File: src/sv/pgra_pkg.sv
// Shared types and constants for the PID gain round adjuster.
// No dependencies; used by every module of the block by scoped names.
package pgra_pkg;

	// Default gain width (Q8.16); top-level parameter default
	localparam int GAIN_WIDTH_DEF = 24;

	// Fixed field widths
	localparam int ERR_W   = 24;   // Q16.8 error fields
	localparam int ROUND_W = 7;
	localparam int OUT_W   = 24;   // result gain fields
	localparam int K_W     = 17;   // Q1.16 scale factors
	localparam int RATIO_W = 16;   // Q0.16 change ratios
	localparam int CEIL_W  = 24;
	localparam int CFG_W   = 24;   // widest register
	localparam int IDX_W   = 3;

	// Register indexes
	localparam logic [IDX_W-1:0] REG_CONS_ENABLE = 3'd0;
	localparam logic [IDX_W-1:0] REG_GAIN_FACTOR = 3'd1;
	localparam logic [IDX_W-1:0] REG_MAX_P_CHG   = 3'd2;
	localparam logic [IDX_W-1:0] REG_MAX_I_CHG   = 3'd3;
	localparam logic [IDX_W-1:0] REG_MAX_D_CHG   = 3'd4;
	localparam logic [IDX_W-1:0] REG_P_CEIL      = 3'd5;
	localparam logic [IDX_W-1:0] REG_I_CEIL      = 3'd6;
	localparam logic [IDX_W-1:0] REG_D_CEIL      = 3'd7;

	// Register reset values
	localparam logic                RST_CONS_ENABLE = 1'b1;
	localparam logic [K_W-1:0]      RST_GAIN_FACTOR = 17'd32768;
	localparam logic [RATIO_W-1:0]  RST_MAX_CHG     = 16'd13107;
	localparam logic [CEIL_W-1:0]   RST_P_CEIL      = 24'd6553600;
	localparam logic [CEIL_W-1:0]   RST_I_CEIL      = 24'd655360;
	localparam logic [CEIL_W-1:0]   RST_D_CEIL      = 24'd655360;

	// Rule scale factors, Q1.16 nearest
	localparam logic [K_W-1:0] K_ZERO = 17'd0;
	localparam logic [K_W-1:0] K_0P9  = 17'd58982;
	localparam logic [K_W-1:0] K_ONE  = 17'd65536;
	localparam logic [K_W-1:0] K_1P2  = 17'd78643;
	localparam logic [K_W-1:0] K_1P3  = 17'd85197;

	// Error thresholds, Q16.8
	localparam logic [ERR_W-1:0] ERR_50 = 24'd12800;
	localparam logic [ERR_W-1:0] ERR_10 = 24'd2560;
	localparam logic [ERR_W-1:0] ERR_2  = 24'd512;
	localparam logic [ERR_W-1:0] ERR_1  = 24'd256;

	// Last round that still counts as early
	localparam logic [ROUND_W-1:0] EARLY_ROUND_MAX = 7'd2;

	typedef enum logic [2:0] {
		RULE_CONSERVATIVE = 3'd0,
		RULE_OSCILLATION  = 3'd1,
		RULE_SLOW         = 3'd2,
		RULE_STEADY_STATE = 3'd3,
		RULE_HOLD         = 3'd4
	} rule_t;

	typedef struct packed {
		logic                cons_enable;
		logic [K_W-1:0]      gain_factor;
		logic [RATIO_W-1:0]  p_rate_lim;
		logic [RATIO_W-1:0]  i_rate_lim;
		logic [RATIO_W-1:0]  d_rate_lim;
		logic [CEIL_W-1:0]   p_ceiling;
		logic [CEIL_W-1:0]   i_ceiling;
		logic [CEIL_W-1:0]   d_ceiling;
	} cfg_t;

	// Chosen rule and per-gain candidate scale (candidate = cur * k >> 16)
	typedef struct packed {
		rule_t           rule;
		logic [K_W-1:0]  kp;
		logic [K_W-1:0]  ki;
		logic [K_W-1:0]  kd;
	} rule_ctl_t;

endpackage

File: src/sv/pgra_cfg_regs.sv
// Configuration register file of the PID gain round adjuster.
// Depends on pgra_pkg (register indexes, reset values, cfg_t).
module pgra_cfg_regs (
	input  logic                        clk,
	input  logic                        arst_n,
	input  logic                        cfg_wr_en,
	input  logic [pgra_pkg::IDX_W-1:0]  cfg_index,
	input  logic [pgra_pkg::CFG_W-1:0]  cfg_data,
	output pgra_pkg::cfg_t              cfg
);

	pgra_pkg::cfg_t cfg_q;

	always_ff @(posedge clk or negedge arst_n) begin
		if (!arst_n) begin
			cfg_q.cons_enable <= pgra_pkg::RST_CONS_ENABLE;
			cfg_q.gain_factor <= pgra_pkg::RST_GAIN_FACTOR;
			cfg_q.p_rate_lim  <= pgra_pkg::RST_MAX_CHG;
			cfg_q.i_rate_lim  <= pgra_pkg::RST_MAX_CHG;
			cfg_q.d_rate_lim  <= pgra_pkg::RST_MAX_CHG;
			cfg_q.p_ceiling   <= pgra_pkg::RST_P_CEIL;
			cfg_q.i_ceiling   <= pgra_pkg::RST_I_CEIL;
			cfg_q.d_ceiling   <= pgra_pkg::RST_D_CEIL;
		end else if (cfg_wr_en) begin
			unique case (cfg_index)
				pgra_pkg::REG_CONS_ENABLE: cfg_q.cons_enable <= cfg_data[0];
				pgra_pkg::REG_GAIN_FACTOR: cfg_q.gain_factor <= cfg_data[pgra_pkg::K_W-1:0];
				pgra_pkg::REG_MAX_P_CHG:   cfg_q.p_rate_lim  <= cfg_data[pgra_pkg::RATIO_W-1:0];
				pgra_pkg::REG_MAX_I_CHG:   cfg_q.i_rate_lim  <= cfg_data[pgra_pkg::RATIO_W-1:0];
				pgra_pkg::REG_MAX_D_CHG:   cfg_q.d_rate_lim  <= cfg_data[pgra_pkg::RATIO_W-1:0];
				pgra_pkg::REG_P_CEIL:      cfg_q.p_ceiling   <= cfg_data[pgra_pkg::CEIL_W-1:0];
				pgra_pkg::REG_I_CEIL:      cfg_q.i_ceiling   <= cfg_data[pgra_pkg::CEIL_W-1:0];
				pgra_pkg::REG_D_CEIL:      cfg_q.d_ceiling   <= cfg_data[pgra_pkg::CEIL_W-1:0];
			endcase
		end
	end

	assign cfg = cfg_q;

endmodule

File: config.mk
export PLATFORM = sky130hd
export DESIGN_NAME = pgra_cfg_regs
export DESIGN_NICKNAME = d
export VERILOG_FILES = /design/src/sv/pgra_pkg.sv /design/src/sv/pgra_cfg_regs.sv
export SDC_FILE = /design/constraint.sdc
export NUM_CORES = 1
export LEC_CHECK = 0
export BUFFER_PORTS_ARGS = -buffer_cell sky130_fd_sc_hd__buf_2
export CORE_MARGIN = 2
export CORE_UTILIZATION = 30
export DETAILED_ROUTE_END_ITERATION = 8
export MAX_ROUTING_LAYER = met4
export PLACE_DENSITY = 0.51
export REMOVE_ABC_BUFFERS = 1
export SLEW_MARGIN = 20
export SYNTH_ARGS = -nofsm -noshare
export SYNTH_HDL_FRONTEND = slang
export SYNTH_SLANG_ARGS = --single-unit
File: constraint.sdc
create_clock -name clk -period 1.1 [get_ports clk]
set_clock_uncertainty 0.05 [all_clocks]
set_input_delay 0.11 -clock clk [delete_from_list [all_inputs] [get_ports clk]]
set_output_delay 0.11 -clock clk [all_outputs]
set_load 0.02 [all_outputs]
==> impl_metrics.tcl <==
set metrics [dict create \
    core_area_um2 17900 \
    firstDrtPassIters 4 \
    worstPathArrival_ns 1.07 \
    critPathMaxFanout 2 \
    p_leak_uw 0.004022 \
    cts_root_buf "clkbuf_16" \
    ys.flop_type "dfrtp_1" \
    max_stage_delay_ns 0.55 \
    synth_area_leaders "dfrtp_1, mux2_2, dfstp_2, mux2_4, nand4b_4" \
    hpwlAfterDp_um 9170 \
    die_x_um 138.9 \
    period_needed_ns 1.232 \
    nFillCells 1583 \
    drive_above_1_share 0.7576 \
    dp.cells 700 \
    synth_most_common_cell "mux2_2" \
    grt_pass1_wl_um 22440 \
    ys_top_cells_by_count "mux2_2, dfrtp_1, dfstp_2, mux2_4, buf_2" \
    finalHoldViolations 0 \
    first_global_vias 3959 \
    row_count 49 \
    seqCellArea_um2 3495 \
    antenna_cells_inserted 0 \
    cts_made_buffers 17 \
    vias_per_cell 4.435 \
    synth_cell_types 12 \
    drv_slew 0 \
    crit_type "register to primary output" \
    gp_congestion 0.7064 \
    yosysTopAreaCell "dfrtp_1" \
    grt_usage 0.1564 \
    fin_ws_ns -0.1325 \
    die-area_um2 19290 \
    max-clock-path-buffers 2 \
    drt-total-wl_um 13960 \
    critPathLaunchType "register" \
    h-tree-depth 4 \
    slowest_stage "dfstp_2" \
    relSlewSlack 0.8017 \
    r2r_slack_ns 0.03 \
    clk_latency_ns 0.41 \
    largest_register_ff_count 138 \
    cts_tree "yes" \
    via_count 3504 \
    nNetsFinal 578 \
    grt_antenna_before_repair 0 \
    finalSetupViolCount 63 \
    fin_crit_sh 1.120 \
    syn_inst 301 \
    drcViolationCount 0 \
    status "finished, violations left" \
    whs_ns 0.09135 \
    antenna_left 0 \
    netlist_area_um2 5458 \
    io_pins 168 \
    wl_per_cell_um 17.68 \
    synth.top_cell.area_share 0.4814 \
    vdd_drop_max_uv 1027 \
    synth_seq_cells 138 \
    ys_warn_count 0 \
    violations "negative setup slack" \
    syn_area_per_cell_um2 18.13 \
    grt_max_degree 43 \
    cpLargestDelayFamily "flip-flops" \
    tightest_slew_ns 0.2933 \
    timing.fmax_mhz 811.4 \
    cap_violations 0 \
    worstPathRequired_ns 0.94 \
    path_clk_slew_ns 0.06 \
    seq_area_frac_synth 0.6403 \
    final_area_um2 8700 \
    portBuffers 167 \
    grt-ovfl-total 0 \
    die_y_um 138.9 \
    end_kind "primary output" \
    cts.sinks 138 \
    path_buf_inv 1 \
    final_cells 790 \
    start_util 0.3049 \
    synth_edf_count 0 \
    async_flop_share 1.000 \
    rsz0062_at_grt "true" \
    dr.first_iter.drc_count 77 \
    area_growth_pct 59.40 \
    path_cells "buf_6" \
    placed_area_um2 6745 \
    final.setup.tns_ns -4.163 \
    multi_input_comb_area_um2 1797 \
    power.density_nw_per_um2 2186 \
    hp-class "input pin to async pin" \
]
cell families after synthesis:
family,share of synthesized area
AND/OR/NAND/NOR,0.02384
flip-flops,0.6403
multiplexers,0.3054
buffers and inverters,0.03049
final cells by class:
type,count,area share
Clock buffer,22,0.05451
Clock inverter,10,0.01366
Multi-Input combinational cell,146,0.2065
Sequential cell,138,0.4017
Tap cell,229,0.03294
Timing Repair Buffer,245,0.2907
layout by cell type (no fill, tap or decap), drive strengths merged:
cell,Yosys,final
nand4b,3,3
clkbuf,0,22
nor4b,1,1
bufinv,0,2
and4bb,3,3
inv,0,1
mux2,138,138
dfrtp,105,105
clkinv,0,4
dlygate4sd3,0,25
nand4,1,1
clkinvlp,0,3
dfstp,33,33
buf,17,220
final timing paths:
check,from,end,depth (start not counted)
max,cfg[81],cfg[81],1
min,arst_n,cfg[37],2
max reg2reg,cfg[24],cfg[24],3
min reg2reg,cfg[35],cfg[35],1
max in group asynchronous,arst_n,cfg[41],3
min in group clk,cfg_index[0],cfg[137],3
layer usage:
metal  GRT usage  wire length (um)  part of all wire
met4     0.04997               235             0.017
met1      0.1838              5888              0.42
met3     0.04800               724             0.052
met5           -                 0                 0
met2      0.2577              7116              0.51
power breakdown:
part | internal [uW] | switching [uW]
registers | 6410 | 815
logic | 3530 | 2620
clock network | 3520 | 2130
total | 13500 | 5560
stage by stage:
step	util	power, uW	setup WS (ns)
floorplan	-	9630	-0.3315
global placement	0.3768	11350	-0.1842
detailed placement	0.3768	11460	-0.2262
CTS	0.4818	19140	-0.1628
global route	0.4860	19900	-0.1803
finish	0.4860	19020	-0.1325
repair_timing:
item,4_1_cts,5_1_grt
hold buffers,25,0
setup endpoints to repair,138,138
resized for setup,276,0
endpoints found under the hold margin,243,0
buffers inserted,23,10
(Power assumes the default switching activity.)
