--- config.mk ---
export PLATFORM = sky130hd
export DESIGN_NAME = pgra_gain_limit
export DESIGN_NICKNAME = d
export VERILOG_FILES = /design/src/sv/pgra_pkg.sv /design/src/sv/pgra_gain_limit.sv
export SDC_FILE = /design/constraint.sdc
export NUM_CORES = 2
export LEC_CHECK = 0
export BUFFER_PORTS_ARGS = -buffer_cell sky130_fd_sc_hd__buf_2
export CELL_PAD_IN_SITES_DETAIL_PLACEMENT = 2
export CELL_PAD_IN_SITES_GLOBAL_PLACEMENT = 2
export CORE_UTILIZATION = 45
export DETAILED_ROUTE_END_ITERATION = 10
export GPL_TIMING_DRIVEN = 0
export PLACE_DENSITY_LB_ADDON = 0.1
export SETUP_SLACK_MARGIN = 0.15
export SLEW_MARGIN = 10
export SYNTH_ARGS = -nofsm -noshare
export SYNTH_HDL_FRONTEND = slang
export SYNTH_SLANG_ARGS = --single-unit
--- constraint.sdc ---
create_clock -name vclk -period 32.4
set_input_delay 1.62 -clock vclk [all_inputs]
set_output_delay 1.62 -clock vclk [all_outputs]
set_load 0.1 [all_outputs]
--- src/sv/pgra_pkg.sv ---
// Shared types and constants for the PID gain round adjuster.
// No dependencies; used by every module of the block by scoped names.
package pgra_pkg;

	// Default gain width (Q8.16); top-level parameter default
	localparam int GAIN_WIDTH_DEF = 24;

	// Fixed field widths
	localparam int ERR_W   = 24;   // Q16.8 error fields
	localparam int ROUND_W = 7;
	localparam int OUT_W   = 24;   // result gain fields
	localparam int K_W     = 17;   // Q1.16 scale factors
	localparam int RATIO_W = 16;   // Q0.16 change ratios
	localparam int CEIL_W  = 24;
	localparam int CFG_W   = 24;   // widest register
	localparam int IDX_W   = 3;

	// Register indexes
	localparam logic [IDX_W-1:0] REG_CONS_ENABLE = 3'd0;
	localparam logic [IDX_W-1:0] REG_GAIN_FACTOR = 3'd1;
	localparam logic [IDX_W-1:0] REG_MAX_P_CHG   = 3'd2;
	localparam logic [IDX_W-1:0] REG_MAX_I_CHG   = 3'd3;
	localparam logic [IDX_W-1:0] REG_MAX_D_CHG   = 3'd4;
	localparam logic [IDX_W-1:0] REG_P_CEIL      = 3'd5;
	localparam logic [IDX_W-1:0] REG_I_CEIL      = 3'd6;
	localparam logic [IDX_W-1:0] REG_D_CEIL      = 3'd7;

	// Register reset values
	localparam logic                RST_CONS_ENABLE = 1'b1;
	localparam logic [K_W-1:0]      RST_GAIN_FACTOR = 17'd32768;
	localparam logic [RATIO_W-1:0]  RST_MAX_CHG     = 16'd13107;
	localparam logic [CEIL_W-1:0]   RST_P_CEIL      = 24'd6553600;
	localparam logic [CEIL_W-1:0]   RST_I_CEIL      = 24'd655360;
	localparam logic [CEIL_W-1:0]   RST_D_CEIL      = 24'd655360;

	// Rule scale factors, Q1.16 nearest
	localparam logic [K_W-1:0] K_ZERO = 17'd0;
	localparam logic [K_W-1:0] K_0P9  = 17'd58982;
	localparam logic [K_W-1:0] K_ONE  = 17'd65536;
	localparam logic [K_W-1:0] K_1P2  = 17'd78643;
	localparam logic [K_W-1:0] K_1P3  = 17'd85197;

	// Error thresholds, Q16.8
	localparam logic [ERR_W-1:0] ERR_50 = 24'd12800;
	localparam logic [ERR_W-1:0] ERR_10 = 24'd2560;
	localparam logic [ERR_W-1:0] ERR_2  = 24'd512;
	localparam logic [ERR_W-1:0] ERR_1  = 24'd256;

	// Last round that still counts as early
	localparam logic [ROUND_W-1:0] EARLY_ROUND_MAX = 7'd2;

	typedef enum logic [2:0] {
		RULE_CONSERVATIVE = 3'd0,
		RULE_OSCILLATION  = 3'd1,
		RULE_SLOW         = 3'd2,
		RULE_STEADY_STATE = 3'd3,
		RULE_HOLD         = 3'd4
	} rule_t;

	typedef struct packed {
		logic                cons_enable;
		logic [K_W-1:0]      gain_factor;
		logic [RATIO_W-1:0]  p_rate_lim;
		logic [RATIO_W-1:0]  i_rate_lim;
		logic [RATIO_W-1:0]  d_rate_lim;
		logic [CEIL_W-1:0]   p_ceiling;
		logic [CEIL_W-1:0]   i_ceiling;
		logic [CEIL_W-1:0]   d_ceiling;
	} cfg_t;

	// Chosen rule and per-gain candidate scale (candidate = cur * k >> 16)
	typedef struct packed {
		rule_t           rule;
		logic [K_W-1:0]  kp;
		logic [K_W-1:0]  ki;
		logic [K_W-1:0]  kd;
	} rule_ctl_t;

endpackage

--- src/sv/pgra_gain_limit.sv ---
// One gain lane: candidate scaling, relative rate limit and ceiling clamp.
// Depends on pgra_pkg (widths, K_ONE).
module pgra_gain_limit #(
	parameter int GW = pgra_pkg::GAIN_WIDTH_DEF
) (
	input  logic [GW-1:0]                  cur,
	input  logic [pgra_pkg::K_W-1:0]       k,
	input  logic [pgra_pkg::RATIO_W-1:0]   ratio,
	input  logic [pgra_pkg::CEIL_W-1:0]    ceiling,
	output logic [GW-1:0]                  res
);

	localparam int PW = GW + pgra_pkg::K_W;   // product width
	localparam int FB = 16;                   // fraction bits of Q16 factors

	logic [PW-1:0]                cand_prod;
	logic [PW-1:0]                cand_shift;
	logic [PW-1:0]                up_prod;
	logic [PW-1:0]                dn_prod;
	logic [pgra_pkg::K_W-1:0]     up_k;
	logic [pgra_pkg::K_W-1:0]     dn_k;
	logic [GW:0]                  cand;
	logic [GW:0]                  up_val;
	logic [GW:0]                  dn_val;
	logic [GW:0]                  one_val;
	logic [GW:0]                  lim;
	logic [GW+pgra_pkg::CEIL_W-1:0] ceil_ext;
	logic [GW-1:0]                ceil_m;

	assign up_k = pgra_pkg::K_ONE + pgra_pkg::K_W'(ratio);
	assign dn_k = pgra_pkg::K_ONE - pgra_pkg::K_W'(ratio);

	// Three independent multipliers, no chaining
	assign cand_prod = PW'(cur) * PW'(k);
	assign up_prod   = PW'(cur) * PW'(up_k);
	assign dn_prod   = PW'(cur) * PW'(dn_k);

	assign cand    = cand_prod[PW-1:FB];
	assign up_val  = up_prod[PW-1:FB];
	assign dn_val  = dn_prod[PW-1:FB];
	assign one_val = (GW+1)'(pgra_pkg::K_ONE);

	// Truncated candidate shifted back up, for the cross-multiplied ratio test
	assign cand_shift = {cand, {FB{1'b0}}};

	always_comb begin
		priority if (cur == '0) begin
			lim = (cand < one_val) ? cand : one_val;
		end else if (cand == '0) begin
			lim = dn_val;
		end else if (cand_shift > up_prod) begin
			lim = up_val;
		end else if (cand_shift < dn_prod) begin
			lim = dn_val;
		end else begin
			lim = cand;
		end
	end

	// Ceiling masked to the gain width (zero-extended when wider)
	assign ceil_ext = {{GW{1'b0}}, ceiling};
	assign ceil_m   = ceil_ext[GW-1:0];

	assign res = (lim < {1'b0, ceil_m}) ? lim[GW-1:0] : ceil_m;

endmodule

==> impl_metrics.yaml <==
layout:
  ff_latch_area_um2: 0
  final_util: 0.480
  fin_area_um2: 44900
  syn2layout_area_growth_pct: 5.37
  drive_gt1_frac: 0.0396
  design.seq.count: 0
  fin_nets: 6661
  clkbuf_count: 0
synth:
  synth_mux_area_frac: 0.00808
  ys_types: 96
  avgSynthCellArea_um2: 8.39
  synth_xor_area_frac: 0.0175
  synth.area.top_cells: "fa_1 (46%), ha_1 (12%), inv_1 (11%)"
  synth_nets: 6558
  synth_area_um2: 42600
  ys_top_cells_by_count: "inv_1 (1222), fa_1 (985), nand2_1 (906)"
  synth_top_family_by_area: "adder cells"
  yosysWarnings: 0
  synth_top_cell_area_share: 0.463
  synth-simple-area-share: 0.178
  synth_adder_area_share: 0.586
  yosys.area.top_type: "fa_1"
  yosysSeqAreaShare: 0
  synth.most_common_cell: "inv_1"
  syn_inst: 5075
  synth_compound_gate_area_share: 0.0776
timing:
  slew_headroom: -0.0106
  fin_crit_ns: 20.67
  post-route-period-util: 0.638
  worstMarginPinSlew_ns: 1.52
  setup_tns_ns: 0
  finalMaxSlewViolations: 11
  setup_ws_ns: 11.73
  grt_setup_unrepaired: "false"
  max_freq_mhz: 48.4
  setup_viol: 0
  final_hold_viol_count: 0
die:
  fp-row-count: 112
  initial_core_util: 0.456
  io_pins: 105
  die_h_um: 310
  die_w_um: 310
  core_area_um2: 93500
  die_area_um2: 95900
drt:
  drc: 0
  postRouteAntennaNets: 0
  drt-wirelength-per-cell_um: 29.5
  dr_total_vias: 37705
  drt_first_pass_iters: 5
  vias_per_cell: 5.85
  drt_iter0_markers: 2815
  finalWirelength_mm: 190
clocking:
  cts_hold_buf: 0
  cts_resized: 0
  cts_setup_buffers: 0
outcome:
  outcome: "finished with violations"
  failed_checks: "max-capacitance violations, max-slew violations"
worst_setup_path:
  crit_arrival_ns: 19.05
  critPathMaxFanout: 10
  crit_end: "res[21]"
  crit_type: "in -> out"
  crit_start: "ratio[1]"
  cpPeakStageDelay_ns: 0.85
  cp_slowest_cell: "xor2_1"
  cpMostUsedCell: "fa_1"
  cp.required_ns: 30.78
  startpoint_type: "primary input"
  end_kind: "output port"
global_route:
  grt_pass1_wl_mm: 281
  antenna_found_initial: 23
  grt_util_all_layers: 0.405
  first_global_vias: 44064
  grt_overflow_total: 0
  grt_max_degree: 11
placement:
  dpl.hpwl_mm: 166
  place_ws_ns: 12.13
  port_buffers: 95
  routabilityCongestion: 0.948
  placed_area_um2: 44800
run:
  drv_cap: 1
min_path:
  hold_class: "in -> out"
-- routing by layer --
metal / vias to the layer above / share of wire / global-route usage
li1: 15499 / - / -
met1: 20017 / 0.37 / 0.493
met2: 1687 / 0.46 / 0.654
met3: 498 / 0.080 / 0.0697
met4: 4 / 0.084 / 0.284
met5: - / 0.00014 / 0
-- final cells by class --
cell class                      instances  area, um^2
Fill cell                           10710       48600
Multi-Input combinational cell       3590       37000
Inverter                             1222        4590
Tap cell                             1254        1570
Buffer                                263        1120
Timing Repair Buffer                  101         536
Antenna cell                           18        45.0
-- logic make-up (layout without fill, tap and decap cells) --
family	after synthesis	in the layout
AOI/OAI and AO/OA	478	478
xor gates and xnor gates	85	85
adders and majority gates	1402	1402
buffers and inverters	1485	1586
muxes	29	29
other	0	18
and+or+nand+nor	1596	1596
-- how the worst min path moves through the flow --
stage	start	end	slack, ns	cells after the start
global placement	ceiling[13]	res[13]	3.76	4
finish	ceiling[17]	res[17]	3.77	4
CTS	ceiling[17]	res[17]	3.77	4
global route	ceiling[13]	res[13]	3.79	4
detailed placement	ceiling[17]	res[17]	3.77	4
floorplan	ceiling[12]	res[12]	3.56	1
-- worst max-delay path, delay by kind of cell --
kind / cells / cell delay [ns]
compound gates: 20 / 5.14
fa+ha+maj: 10 / 4.35
simple gates: 14 / 3.25
buf+inv: 11 / 3.08
xor+xnor: 2 / 1.18
mux: 1 / 0.36
-- layout by cell type, fill, tap and decap left out, types with 10 or more instances in the layout --
cell type / synthesis / routed
a211oi_1: 26 / 24
a21o_1: 53 / 53
a21oi_1: 130 / 130
and2_1: 361 / 361
and3_1: 28 / 28
buf_2: 0 / 95
clkbuf_1: 241 / 236
diode_2: 0 / 18
fa_1: 985 / 985
ha_1: 417 / 417
inv_1: 1222 / 1222
mux2_1: 10 / 10
nand2_1: 906 / 906
nand2b_1: 14 / 14
nand3_1: 32 / 32
nand4_1: 32 / 32
nor2_1: 88 / 88
nor2b_1: 14 / 14
nor3_1: 31 / 28
nor4_1: 18 / 17
o211ai_1: 20 / 20
o21a_1: 21 / 21
o21ai_0: 76 / 76
o2bb2ai_1: 10 / 10
o32ai_1: 10 / 10
or2_2: 10 / 10
or3_1: 14 / 14
xnor2_1: 48 / 40
xor2_1: 37 / 34
-- per-stage QoR --
stage	cells	hold slack (ns)
6_report	6448	3.77
5_1_grt	6434	3.79
4_1_cts	6430	3.77
3_5_place_dp	6430	3.77
3_3_place_gp	6424	3.76
2_1_floorplan	5075	3.56
