File: src/sv/pgra_pkg.sv
// Shared types and constants for the PID gain round adjuster.
// No dependencies; used by every module of the block by scoped names.
package pgra_pkg;

	// Default gain width (Q8.16); top-level parameter default
	localparam int GAIN_WIDTH_DEF = 24;

	// Fixed field widths
	localparam int ERR_W   = 24;   // Q16.8 error fields
	localparam int ROUND_W = 7;
	localparam int OUT_W   = 24;   // result gain fields
	localparam int K_W     = 17;   // Q1.16 scale factors
	localparam int RATIO_W = 16;   // Q0.16 change ratios
	localparam int CEIL_W  = 24;
	localparam int CFG_W   = 24;   // widest register
	localparam int IDX_W   = 3;

	// Register indexes
	localparam logic [IDX_W-1:0] REG_CONS_ENABLE = 3'd0;
	localparam logic [IDX_W-1:0] REG_GAIN_FACTOR = 3'd1;
	localparam logic [IDX_W-1:0] REG_MAX_P_CHG   = 3'd2;
	localparam logic [IDX_W-1:0] REG_MAX_I_CHG   = 3'd3;
	localparam logic [IDX_W-1:0] REG_MAX_D_CHG   = 3'd4;
	localparam logic [IDX_W-1:0] REG_P_CEIL      = 3'd5;
	localparam logic [IDX_W-1:0] REG_I_CEIL      = 3'd6;
	localparam logic [IDX_W-1:0] REG_D_CEIL      = 3'd7;

	// Register reset values
	localparam logic                RST_CONS_ENABLE = 1'b1;
	localparam logic [K_W-1:0]      RST_GAIN_FACTOR = 17'd32768;
	localparam logic [RATIO_W-1:0]  RST_MAX_CHG     = 16'd13107;
	localparam logic [CEIL_W-1:0]   RST_P_CEIL      = 24'd6553600;
	localparam logic [CEIL_W-1:0]   RST_I_CEIL      = 24'd655360;
	localparam logic [CEIL_W-1:0]   RST_D_CEIL      = 24'd655360;

	// Rule scale factors, Q1.16 nearest
	localparam logic [K_W-1:0] K_ZERO = 17'd0;
	localparam logic [K_W-1:0] K_0P9  = 17'd58982;
	localparam logic [K_W-1:0] K_ONE  = 17'd65536;
	localparam logic [K_W-1:0] K_1P2  = 17'd78643;
	localparam logic [K_W-1:0] K_1P3  = 17'd85197;

	// Error thresholds, Q16.8
	localparam logic [ERR_W-1:0] ERR_50 = 24'd12800;
	localparam logic [ERR_W-1:0] ERR_10 = 24'd2560;
	localparam logic [ERR_W-1:0] ERR_2  = 24'd512;
	localparam logic [ERR_W-1:0] ERR_1  = 24'd256;

	// Last round that still counts as early
	localparam logic [ROUND_W-1:0] EARLY_ROUND_MAX = 7'd2;

	typedef enum logic [2:0] {
		RULE_CONSERVATIVE = 3'd0,
		RULE_OSCILLATION  = 3'd1,
		RULE_SLOW         = 3'd2,
		RULE_STEADY_STATE = 3'd3,
		RULE_HOLD         = 3'd4
	} rule_t;

	typedef struct packed {
		logic                cons_enable;
		logic [K_W-1:0]      gain_factor;
		logic [RATIO_W-1:0]  p_rate_lim;
		logic [RATIO_W-1:0]  i_rate_lim;
		logic [RATIO_W-1:0]  d_rate_lim;
		logic [CEIL_W-1:0]   p_ceiling;
		logic [CEIL_W-1:0]   i_ceiling;
		logic [CEIL_W-1:0]   d_ceiling;
	} cfg_t;

	// Chosen rule and per-gain candidate scale (candidate = cur * k >> 16)
	typedef struct packed {
		rule_t           rule;
		logic [K_W-1:0]  kp;
		logic [K_W-1:0]  ki;
		logic [K_W-1:0]  kd;
	} rule_ctl_t;

endpackage

File: src/sv/pgra_rule_sel.sv
// Tuning rule decision: picks the rule and a Q1.16 scale for each gain.
// Depends on pgra_pkg (thresholds, factors, rule_ctl_t).
module pgra_rule_sel (
	input  logic                          cons_enable,
	input  logic [pgra_pkg::K_W-1:0]      gain_factor,
	input  logic [pgra_pkg::ERR_W-1:0]    err_mean,
	input  logic [pgra_pkg::ERR_W-1:0]    error_spread,
	input  logic [pgra_pkg::ROUND_W-1:0]  round_cnt,
	output pgra_pkg::rule_ctl_t           ctl
);

	// Hold uses a scale of exactly 1.0 so the candidate equals the current gain
	always_comb begin
		ctl.rule = pgra_pkg::RULE_HOLD;
		ctl.kp   = pgra_pkg::K_ONE;
		ctl.ki   = pgra_pkg::K_ONE;
		ctl.kd   = pgra_pkg::K_ONE;
		priority if (cons_enable && (round_cnt <= pgra_pkg::EARLY_ROUND_MAX)
				&& (err_mean > pgra_pkg::ERR_50)) begin
			ctl.rule = pgra_pkg::RULE_CONSERVATIVE;
			ctl.kp   = gain_factor;
			ctl.ki   = gain_factor;
			ctl.kd   = pgra_pkg::K_ZERO;
		end else if (error_spread > pgra_pkg::ERR_1) begin
			ctl.rule = pgra_pkg::RULE_OSCILLATION;
			ctl.kp   = pgra_pkg::K_0P9;
			ctl.kd   = pgra_pkg::K_1P2;
		end else if (err_mean > pgra_pkg::ERR_10) begin
			ctl.rule = pgra_pkg::RULE_SLOW;
			ctl.kp   = pgra_pkg::K_1P2;
		end else if (err_mean > pgra_pkg::ERR_2) begin
			ctl.rule = pgra_pkg::RULE_STEADY_STATE;
			ctl.ki   = pgra_pkg::K_1P3;
		end else begin
			ctl.rule = pgra_pkg::RULE_HOLD;
		end
	end

endmodule

File: config.mk
export PLATFORM = sky130hd
export DESIGN_NAME = pgra_rule_sel
export DESIGN_NICKNAME = d
export VERILOG_FILES = /design/src/sv/pgra_pkg.sv /design/src/sv/pgra_rule_sel.sv
export SDC_FILE = /design/constraint.sdc
export NUM_CORES = 1
export LEC_CHECK = 0
export ABC_AREA = 1
export BUFFER_PORTS_ARGS = -buffer_cell sky130_fd_sc_hd__buf_2
export CORE_MARGIN = 3
export CORE_UTILIZATION = 31
export DETAILED_ROUTE_END_ITERATION = 10
export PLACE_DENSITY = 0.92
export SETUP_SLACK_MARGIN = 0.15
export SYNTH_ARGS = -nofsm -noshare
export SYNTH_HDL_FRONTEND = slang
export SYNTH_SLANG_ARGS = --single-unit
export TNS_END_PERCENT = 30
File: constraint.sdc
create_clock -name vclk -period 1.9
set_clock_uncertainty 0.05 [all_clocks]
set_input_delay 0.095 -clock vclk [all_inputs]
set_output_delay 0.095 -clock vclk [all_outputs]
set_load 0.01 [all_outputs]
==> flow_metrics.tcl, run 1 <==
set metrics [dict create \
    status "finished, final reports clean" \
    slew_viol_final 0 \
    placementRows 17 \
    grt-ovfl-total 0 \
    top_layer_used "met3" \
    area_growth_pct 70.9 \
    met2_length_um 1490 \
    fp.coreArea_sq_um 2250 \
    seq_area_sq_um 0 \
    total_leakage_power_nw 0.927 \
    diodes 0 \
    slowest_delay_ns 0.22 \
    powerDensity_nw_per_um2 104 \
    grt_pass1_vias 1154 \
    period_share 0.787 \
    pre_cts_ws_ns 0.386 \
    worst-setup-path-type "in -> out" \
    hp-start "gain_factor[3]" \
    end_kind "output pin" \
    vias 1276 \
    fillers 259 \
    start_util 0.335 \
    cts.hold.buffers_added 0 \
    drtPass1Iterations 6 \
    postSynthCellCount 168 \
    setup_viol 0 \
    dpl_cell_area_sq_um 1290 \
    hold_path_depth 4 \
    fp.dieW_um 55.4 \
    crit_slowest_cell "or2_0" \
    globalplace.congestion 0.802 \
    synth.largest_area_cell "nand2_1" \
    critPathMostFrequentCell "buf_2" \
    route.met3.wl_um 282 \
    cts.repair.resized 0 \
    antenna_left 0 \
    hold_end "ctl[37]" \
    nClkBuffers 0 \
    synth_top_area_frac 0.273 \
    grt_max_degree 13 \
    synth-seq-area-share 0 \
    gr-usage-all-layers 0.165 \
    critPathMaxFanout 10 \
    hpwl_um 2580 \
    syn_area_per_cell_sq_um 4.50 \
    design_area_sq_um 1290 \
    final_nets 353 \
    synth_area_leaders "nand2_1 27%, nor2_1 22%, buf_4 15%" \
    setup_ws_ns 0.405 \
    port_buffers 119 \
    swShare 0.464 \
    synth_area_sq_um 756 \
    hp-class "in -> out" \
    die_y_um 55.4 \
    post_cts_buffers 0 \
    crit_family "simple AND/OR/NAND/NOR gates" \
    via_per_inst 4.17 \
    layout-drive-gt1-share 0.460 \
    grt_pass1_wl_um 4530 \
    seq_cells 0 \
    p_int_mw 0.0720 \
    fmax_mhz 669 \
    pwr-share-comb 1.000 \
    drt-met1-wl_um 1040 \
    required_ns 1.75 \
    mostFrequentLayoutCell "buf_2" \
    multiInputGateArea_sq_um 563 \
    netlist-cell-type-count 20 \
    wl_um 2810 \
    worstPathCellList "buf_2, or2_0, nor3_2, nand3_2, buf_4, nand2_1, o21ai_0, buf_2" \
    drtIter0Drc 42 \
    wire_per_inst_um 9.19 \
    holdWs_ns 0.427 \
    drc 0 \
    fin_util 0.573 \
    min_period_ns 1.49 \
    fin_tns_setup_ns 0 \
    hold_viol_final 0 \
    ys_warn_count 0 \
    ios 127 \
    worstPathArrival_ns 1.35 \
    vdd_drop_max_mv 0.0787 \
    cap_violations 0 \
    power_frac_clock 0 \
    cp-start-kind "input port" \
    dieArea_sq_um 3070 \
    layout_common_cells "119 x buf_2, 55 x nand2_1, 44 x nor2_1, 22 x inv_1" \
    path_buf_inv 3 \
    p_seq_frac 0 \
    rsz0062_at_grt "false" \
    antenna_found_initial 0 \
    p_sw_mw 0.0622 \
]
## cell usage after synthesis
master,count
nor3_2,1
nand3b_1,1
inv_2,2
buf_4,15
buf_2,1
nand2_1,55
conb_1,1
o21a_1,1
buf_6,1
nand3_1,8
inv_1,22
nand3_2,1
o21ai_0,4
nand2_4,1
nand2_2,1
nor2_1,44
o21ai_1,5
or2_0,1
nor2_2,2
nor3_1,1
## area by class of cell
| class | count | share of cell area |
|---|---|---|
| multi-input combinational | 134 | 0.436 |
| inverter | 24 | 0.0698 |
| tap | 28 | 0.0271 |
| timing repair buffer | 120 | 0.467 |
## per-stage QoR
step                      std cells  total power [mW]
final                           306             0.134
after global routing            306             0.152
after CTS                       306             0.134
after detailed placement        306             0.134
after global placement          306             0.131
after floorplan                 175            0.0613
## tightest hold or removal path, cell delays in order
cell and delay [ns]:
buf_2 0.07, nand2_1 0.05, inv_1 0.04, buf_2 0.11
## layer usage
metal | track usage | vias to the layer above
met1 | 0.171 | 518
met5 | 0 | -
met2 | 0.353 | 61
met3 | 0.0257 | 0
met4 | 0.00694 | 0
li1 | - | 697
## cell families after synthesis
group / count (synthesis) / share of synthesized area
AO/OA/AOI/OAI: 10 / 0.0695
buffers and inverters: 41 / 0.290
other: 1 / 0.00496
AND/OR/NAND/NOR: 116 / 0.636
## worst max-delay path by stage
stage | slack [ns] | end | startpoint | cells past startpoint
floorplan | 0.62 | ctl[12] | round_cnt[2] | 6
global placement | 0.41 | ctl[39] | round_cnt[2] | 8
detailed placement | 0.39 | ctl[35] | round_cnt[2] | 8
CTS | 0.38 | ctl[35] | round_cnt[2] | 8
global route | 0.20 | ctl[4] | err_mean[19] | 9
finish | 0.41 | ctl[35] | round_cnt[2] | 8
## power by group through the flow
stage	registers, mW	clock network (mW)	logic (mW)
after global routing	0	0	0.152
after detailed placement	0	0	0.134
after CTS	0	0	0.134
after global placement	0	0	0.131
after floorplan	0	0	0.0613
final	0	0	0.134
(Power assumes the default switching activity.)
==> inputs of run 2 (changes only) <==
--- a/config.mk
+++ b/config.mk
@@ -8,9 +8,9 @@
 export ABC_AREA = 1
 export BUFFER_PORTS_ARGS = -buffer_cell sky130_fd_sc_hd__buf_2
 export CORE_MARGIN = 3
-export CORE_UTILIZATION = 31
+export CORE_UTILIZATION = 29
 export DETAILED_ROUTE_END_ITERATION = 10
-export PLACE_DENSITY = 0.92
+export PLACE_DENSITY = 0.87
 export SETUP_SLACK_MARGIN = 0.15
 export SYNTH_ARGS = -nofsm -noshare
 export SYNTH_HDL_FRONTEND = slang
==> constraint.sdc (replaced) <==
create_clock -name vclk -period 1.5
set_clock_uncertainty 0.05 [all_clocks]
set_input_delay 0.075 -clock vclk [all_inputs]
set_output_delay 0.075 -clock vclk [all_outputs]
set_load 0.01 [all_outputs]
==> run 2 against run 1 <==
- sequential share of layout area did not move
- non-clock buffer count increased by 5
- cell area is 13% higher
- largest power group unchanged
- worst hold slack worse by 0.039 ns
- count of clock-buffer cells in the layout stayed put
- via count increased by 3.1%
- largest cell class unchanged
- first-iteration DRC count down 7.1%
- critical path type unchanged
- wire length increased by 12%
- worst setup slack got worse by 0.34 ns
- critical path depth unchanged
==> flow_metrics.tcl, run 2 (synthesis gave the netlist of run 1 again) <==
set metrics [dict create \
    fillers 243 \
    fin_util 0.626 \
    critPathMaxFanout 12 \
    vdd_drop_max_mv 0.112 \
    nClkBuffers 0 \
    hold_viol_final 0 \
    wl_um 3160 \
    fin_total_pwr_mw 0.182 \
    total_leakage_power_nw 0.943 \
    fp.dieW_um 57.1 \
    diodes 0 \
    ios 127 \
    grt_pass1_vias 1025 \
    min_period_ns 1.44 \
    grt_pass1_wl_um 4210 \
    hp-class "in -> out" \
    crit_slowest_cell "or2_4" \
    final_nets 358 \
    layoutNonFillerInstCount 311 \
    grt_max_degree 13 \
    critical_path.startpoint "round_cnt[2]" \
    fin_tns_setup_ns 0 \
    die_y_um 57.1 \
    cp-start-kind "input port" \
    status "finished, final reports clean" \
    drtIter0Drc 39 \
    worstPathCellList "buf_2, or2_4, nor3_4, nand3_4, inv_4, nand2_1, nand2_1, buf_2" \
    globalplace.congestion 0.878 \
    dieArea_sq_um 3250 \
    required_ns 1.37 \
    cts.hold.buffers_added 0 \
    wire_per_inst_um 10.1 \
    endpoint "ctl[34]" \
    cap_violations 0 \
    area_growth_pct 93.7 \
    gr-usage-all-layers 0.149 \
    hpwl_um 2660 \
    mostFrequentLayoutCell "buf_2" \
    placementRows 17 \
    port_buffers 119 \
    grt-ovfl-total 0 \
    end_kind "output pin" \
    setup_viol 0 \
    seq_cells 0 \
    worstPathArrival_ns 1.31 \
    antenna_left 0 \
    drc 0 \
    drtPass1Iterations 4 \
    powerDensity_nw_per_um2 124 \
    slowest_delay_ns 0.24 \
    path_buf_inv 3 \
    vias 1316 \
    layout_common_cells "116 x buf_2, 47 x nand2_1, 39 x nor2_1, 21 x inv_1, 8 x conb_1" \
    slew_viol_final 0 \
    dp.cells 308 \
    crit_family "simple AND/OR/NAND/NOR gates" \
    seq_area_sq_um 0 \
    worst-setup-path-type "in -> out" \
    start_util 0.323 \
    fmax_mhz 696 \
    fp.coreArea_sq_um 2340 \
    rsz0062_at_grt "true" \
    layout-drive-gt1-share 0.534 \
    path_depth 8 \
    period_share 0.957 \
    antenna_found_initial 0 \
    via_per_inst 4.23 \
]
run 2: repair_timing:
action                                  CTS  global route
resized for setup                         2            36
pin swaps                                 2             5
endpoints found under the setup margin   35            45
setup buffers                             1             1
gates cloned                              0             1
run 2: tightest hold or removal path, delay by kind of cell:
kind | cells | cell delay, ns
buf+inv | 3 | 0.23
simple gates | 1 | 0.05
run 2: metrics by stage:
stage	instance area (sq um)	setup WS, ns	hold slack [ns]
after global placement	1310	0.0869	0.383
after detailed placement	1310	0.0688	0.387
after global routing	1460	-0.00774	0.407
final	1460	0.0640	0.387
after floorplan	782	0.257	0.203
after CTS	1320	0.0955	0.387
run 2: worst min-delay path by stage:
stage | slack [ns] | cells past startpoint | endpoint | start
6_report | 0.39 | 4 | ctl[21] | gain_factor[4]
5_1_grt | 0.41 | 4 | ctl[21] | gain_factor[4]
4_1_cts | 0.39 | 4 | ctl[45] | gain_factor[11]
3_5_place_dp | 0.39 | 4 | ctl[45] | gain_factor[11]
3_3_place_gp | 0.38 | 4 | ctl[41] | gain_factor[7]
2_1_floorplan | 0.20 | 2 | ctl[18] | gain_factor[1]
run 2: layer usage:
| metal | routed length [um] | share of wire | GRT usage |
|---|---|---|---|
| met1 | 1070 | 0.34 | 0.176 |
| met2 | 1780 | 0.56 | 0.300 |
| met3 | 309 | 0.098 | 0.0181 |
| met4 | 0 | 0 | 0 |
| met5 | 0 | 0 | 0 |
run 2: area by class of cell:
class                           instances  area, sq um  area share
Tap cell                               28         35.0      0.0239
Timing Repair Buffer                  125          667       0.456
Multi-Input combinational cell        134          664       0.454
Inverter                               24         97.6      0.0667
run 2: where the power goes:
| group | total [mW] | switching, mW | internal (mW) |
|---|---|---|---|
| clock network | 0 | 0 | 0 |
| registers | 0 | 0 | 0 |
| logic | 0.182 | 0.0862 | 0.0960 |
==> inputs of run 3 (changes only) <==
--- a/config.mk
+++ b/config.mk
@@ -6,11 +6,12 @@
 export NUM_CORES = 1
 export LEC_CHECK = 0
 export ABC_AREA = 1
-export BUFFER_PORTS_ARGS = -buffer_cell sky130_fd_sc_hd__buf_2
 export CORE_MARGIN = 3
-export CORE_UTILIZATION = 29
+export CORE_UTILIZATION = 40
 export DETAILED_ROUTE_END_ITERATION = 10
-export PLACE_DENSITY = 0.87
+export DONT_BUFFER_PORTS = 1
+export PLACE_DENSITY = 0.57
+export RECOVER_POWER = 100
 export SETUP_SLACK_MARGIN = 0.15
 export SYNTH_ARGS = -nofsm -noshare
 export SYNTH_HDL_FRONTEND = slang
==> run 3 against run 2 <==
- die area decreased by 25%
- non-clock buffer count decreased by 120
- combinational power decreased by 63%
- global-route usage decreased by 1.2 points
- worst hold slack got worse by 0.17 ns
- fmax increased by 13%
- cell area decreased by 51%
- largest cell class is now multi-input combinational cells
- largest power group unchanged
==> flow_metrics.tcl, run 3 (synthesis gave the netlist of run 1 again) <==
set metrics [dict create \
    vdd_drop_max_mv 0.0506 \
    antenna_left 0 \
    cap_violations 0 \
    setup_ws_ns 0.224 \
    design_area_sq_um 714 \
    period_share 0.851 \
    worst-setup-path-type "in -> out" \
    fin_total_pwr_mw 0.0682 \
    hp-start "gain_factor[13]" \
    layout-drive-gt1-share 0.0552 \
    hpwl_um 1850 \
    cp-start-kind "input port" \
    powerDensity_nw_per_um2 95.5 \
    pre_cts_ws_ns 0.213 \
    multiInputGateArea_sq_um 556 \
    grt_max_degree 13 \
    port_buffers 0 \
    setup_viol 0 \
    dp.cells 188 \
    dieArea_sq_um 2450 \
    hold_viol_final 0 \
    die_y_um 49.5 \
    grt_pass1_vias 711 \
    start_util 0.428 \
    diodes 0 \
    grt-ovfl-total 0 \
    status "finished, final reports clean" \
    gr-usage-all-layers 0.137 \
    seq_area_sq_um 0 \
    fmax_mhz 784 \
    hp-class "in -> out" \
    via_per_inst 4.82 \
    holdWs_ns 0.216 \
    fin_util 0.405 \
    end_kind "output pin" \
    placementRows 15 \
    antenna_found_initial 0 \
    worstPathArrival_ns 1.15 \
    critical_path.startpoint "err_mean[19]" \
    ios 127 \
    dpl_cell_area_sq_um 734 \
    hold_path_depth 2 \
    drc 0 \
    drtIter0Drc 9 \
    nClkBuffers 0 \
    mostFrequentLayoutCell "nand2_1" \
    fin_tns_setup_ns 0 \
    rsz0062_at_grt "true" \
    seq_cells 0 \
    area_growth_pct -5.46 \
    fillers 197 \
    final_nets 238 \
    layout_common_cells "56 x nand2_1, 44 x nor2_1, 23 x inv_1, 8 x nand3_1, 8 x conb_1" \
    required_ns 1.37 \
    layoutNonFillerInstCount 188 \
    min_period_ns 1.28 \
    wl_um 2060 \
    hold_end "ctl[30]" \
    globalplace.congestion 0.751 \
    fp.dieW_um 49.5 \
    vias 906 \
    critPathMaxFanout 8 \
    wire_per_inst_um 11.0 \
    slew_viol_final 0 \
    grt_pass1_wl_um 2840 \
    fp.coreArea_sq_um 1760 \
    total_leakage_power_nw 0.465 \
    drtPass1Iterations 4 \
    post_cts_buffers 0 \
]
-- run 3: layout make-up --
cell class                 instances  area share
inverter                          24       0.126
timing repair buffer               5      0.0525
tap                               25      0.0438
multi-input combinational        134       0.778
-- run 3: repair_timing --
action / in CTS / in global routing
endpoints found under the setup margin: 0 / 19
endpoints found under the hold margin: 0 / 0
resized for setup: 0 / 3
hold buffers: 0 / 0
-- run 3: layer usage --
metal / wire length, um / vias to the layer above / track usage
li1: - / 467 / -
met5: 0 / - / 0
met4: 0 / 0 / 0
met1: 770 / 372 / 0.156
met2: 1050 / 67 / 0.290
met3: 238 / 0 / 0.00604
-- run 3: worst max path at each step --
stage	depth (start not counted)	slack, ns	end
after floorplan	6	0.26	ctl[12]
after global placement	8	0.24	ctl[0]
after detailed placement	6	0.21	ctl[39]
after CTS	6	0.21	ctl[39]
after global routing	9	0.07	ctl[42]
final	8	0.22	ctl[0]
-- run 3: power by group --
group / internal, mW / switching [mW] / leakage [nW]
clock: 0 / 0 / 0
sequential: 0 / 0 / 0
combinational: 0.0231 / 0.0451 / 0.465
-- run 3: critical path: stages --
cell and delay (ns):
nor2_1 0.08, nand2_1 0.08, nor2_2 0.19, nand3_1 0.11, nand3_2 0.13, nand2_1 0.17, inv_1 0.11, buf_6 0.20
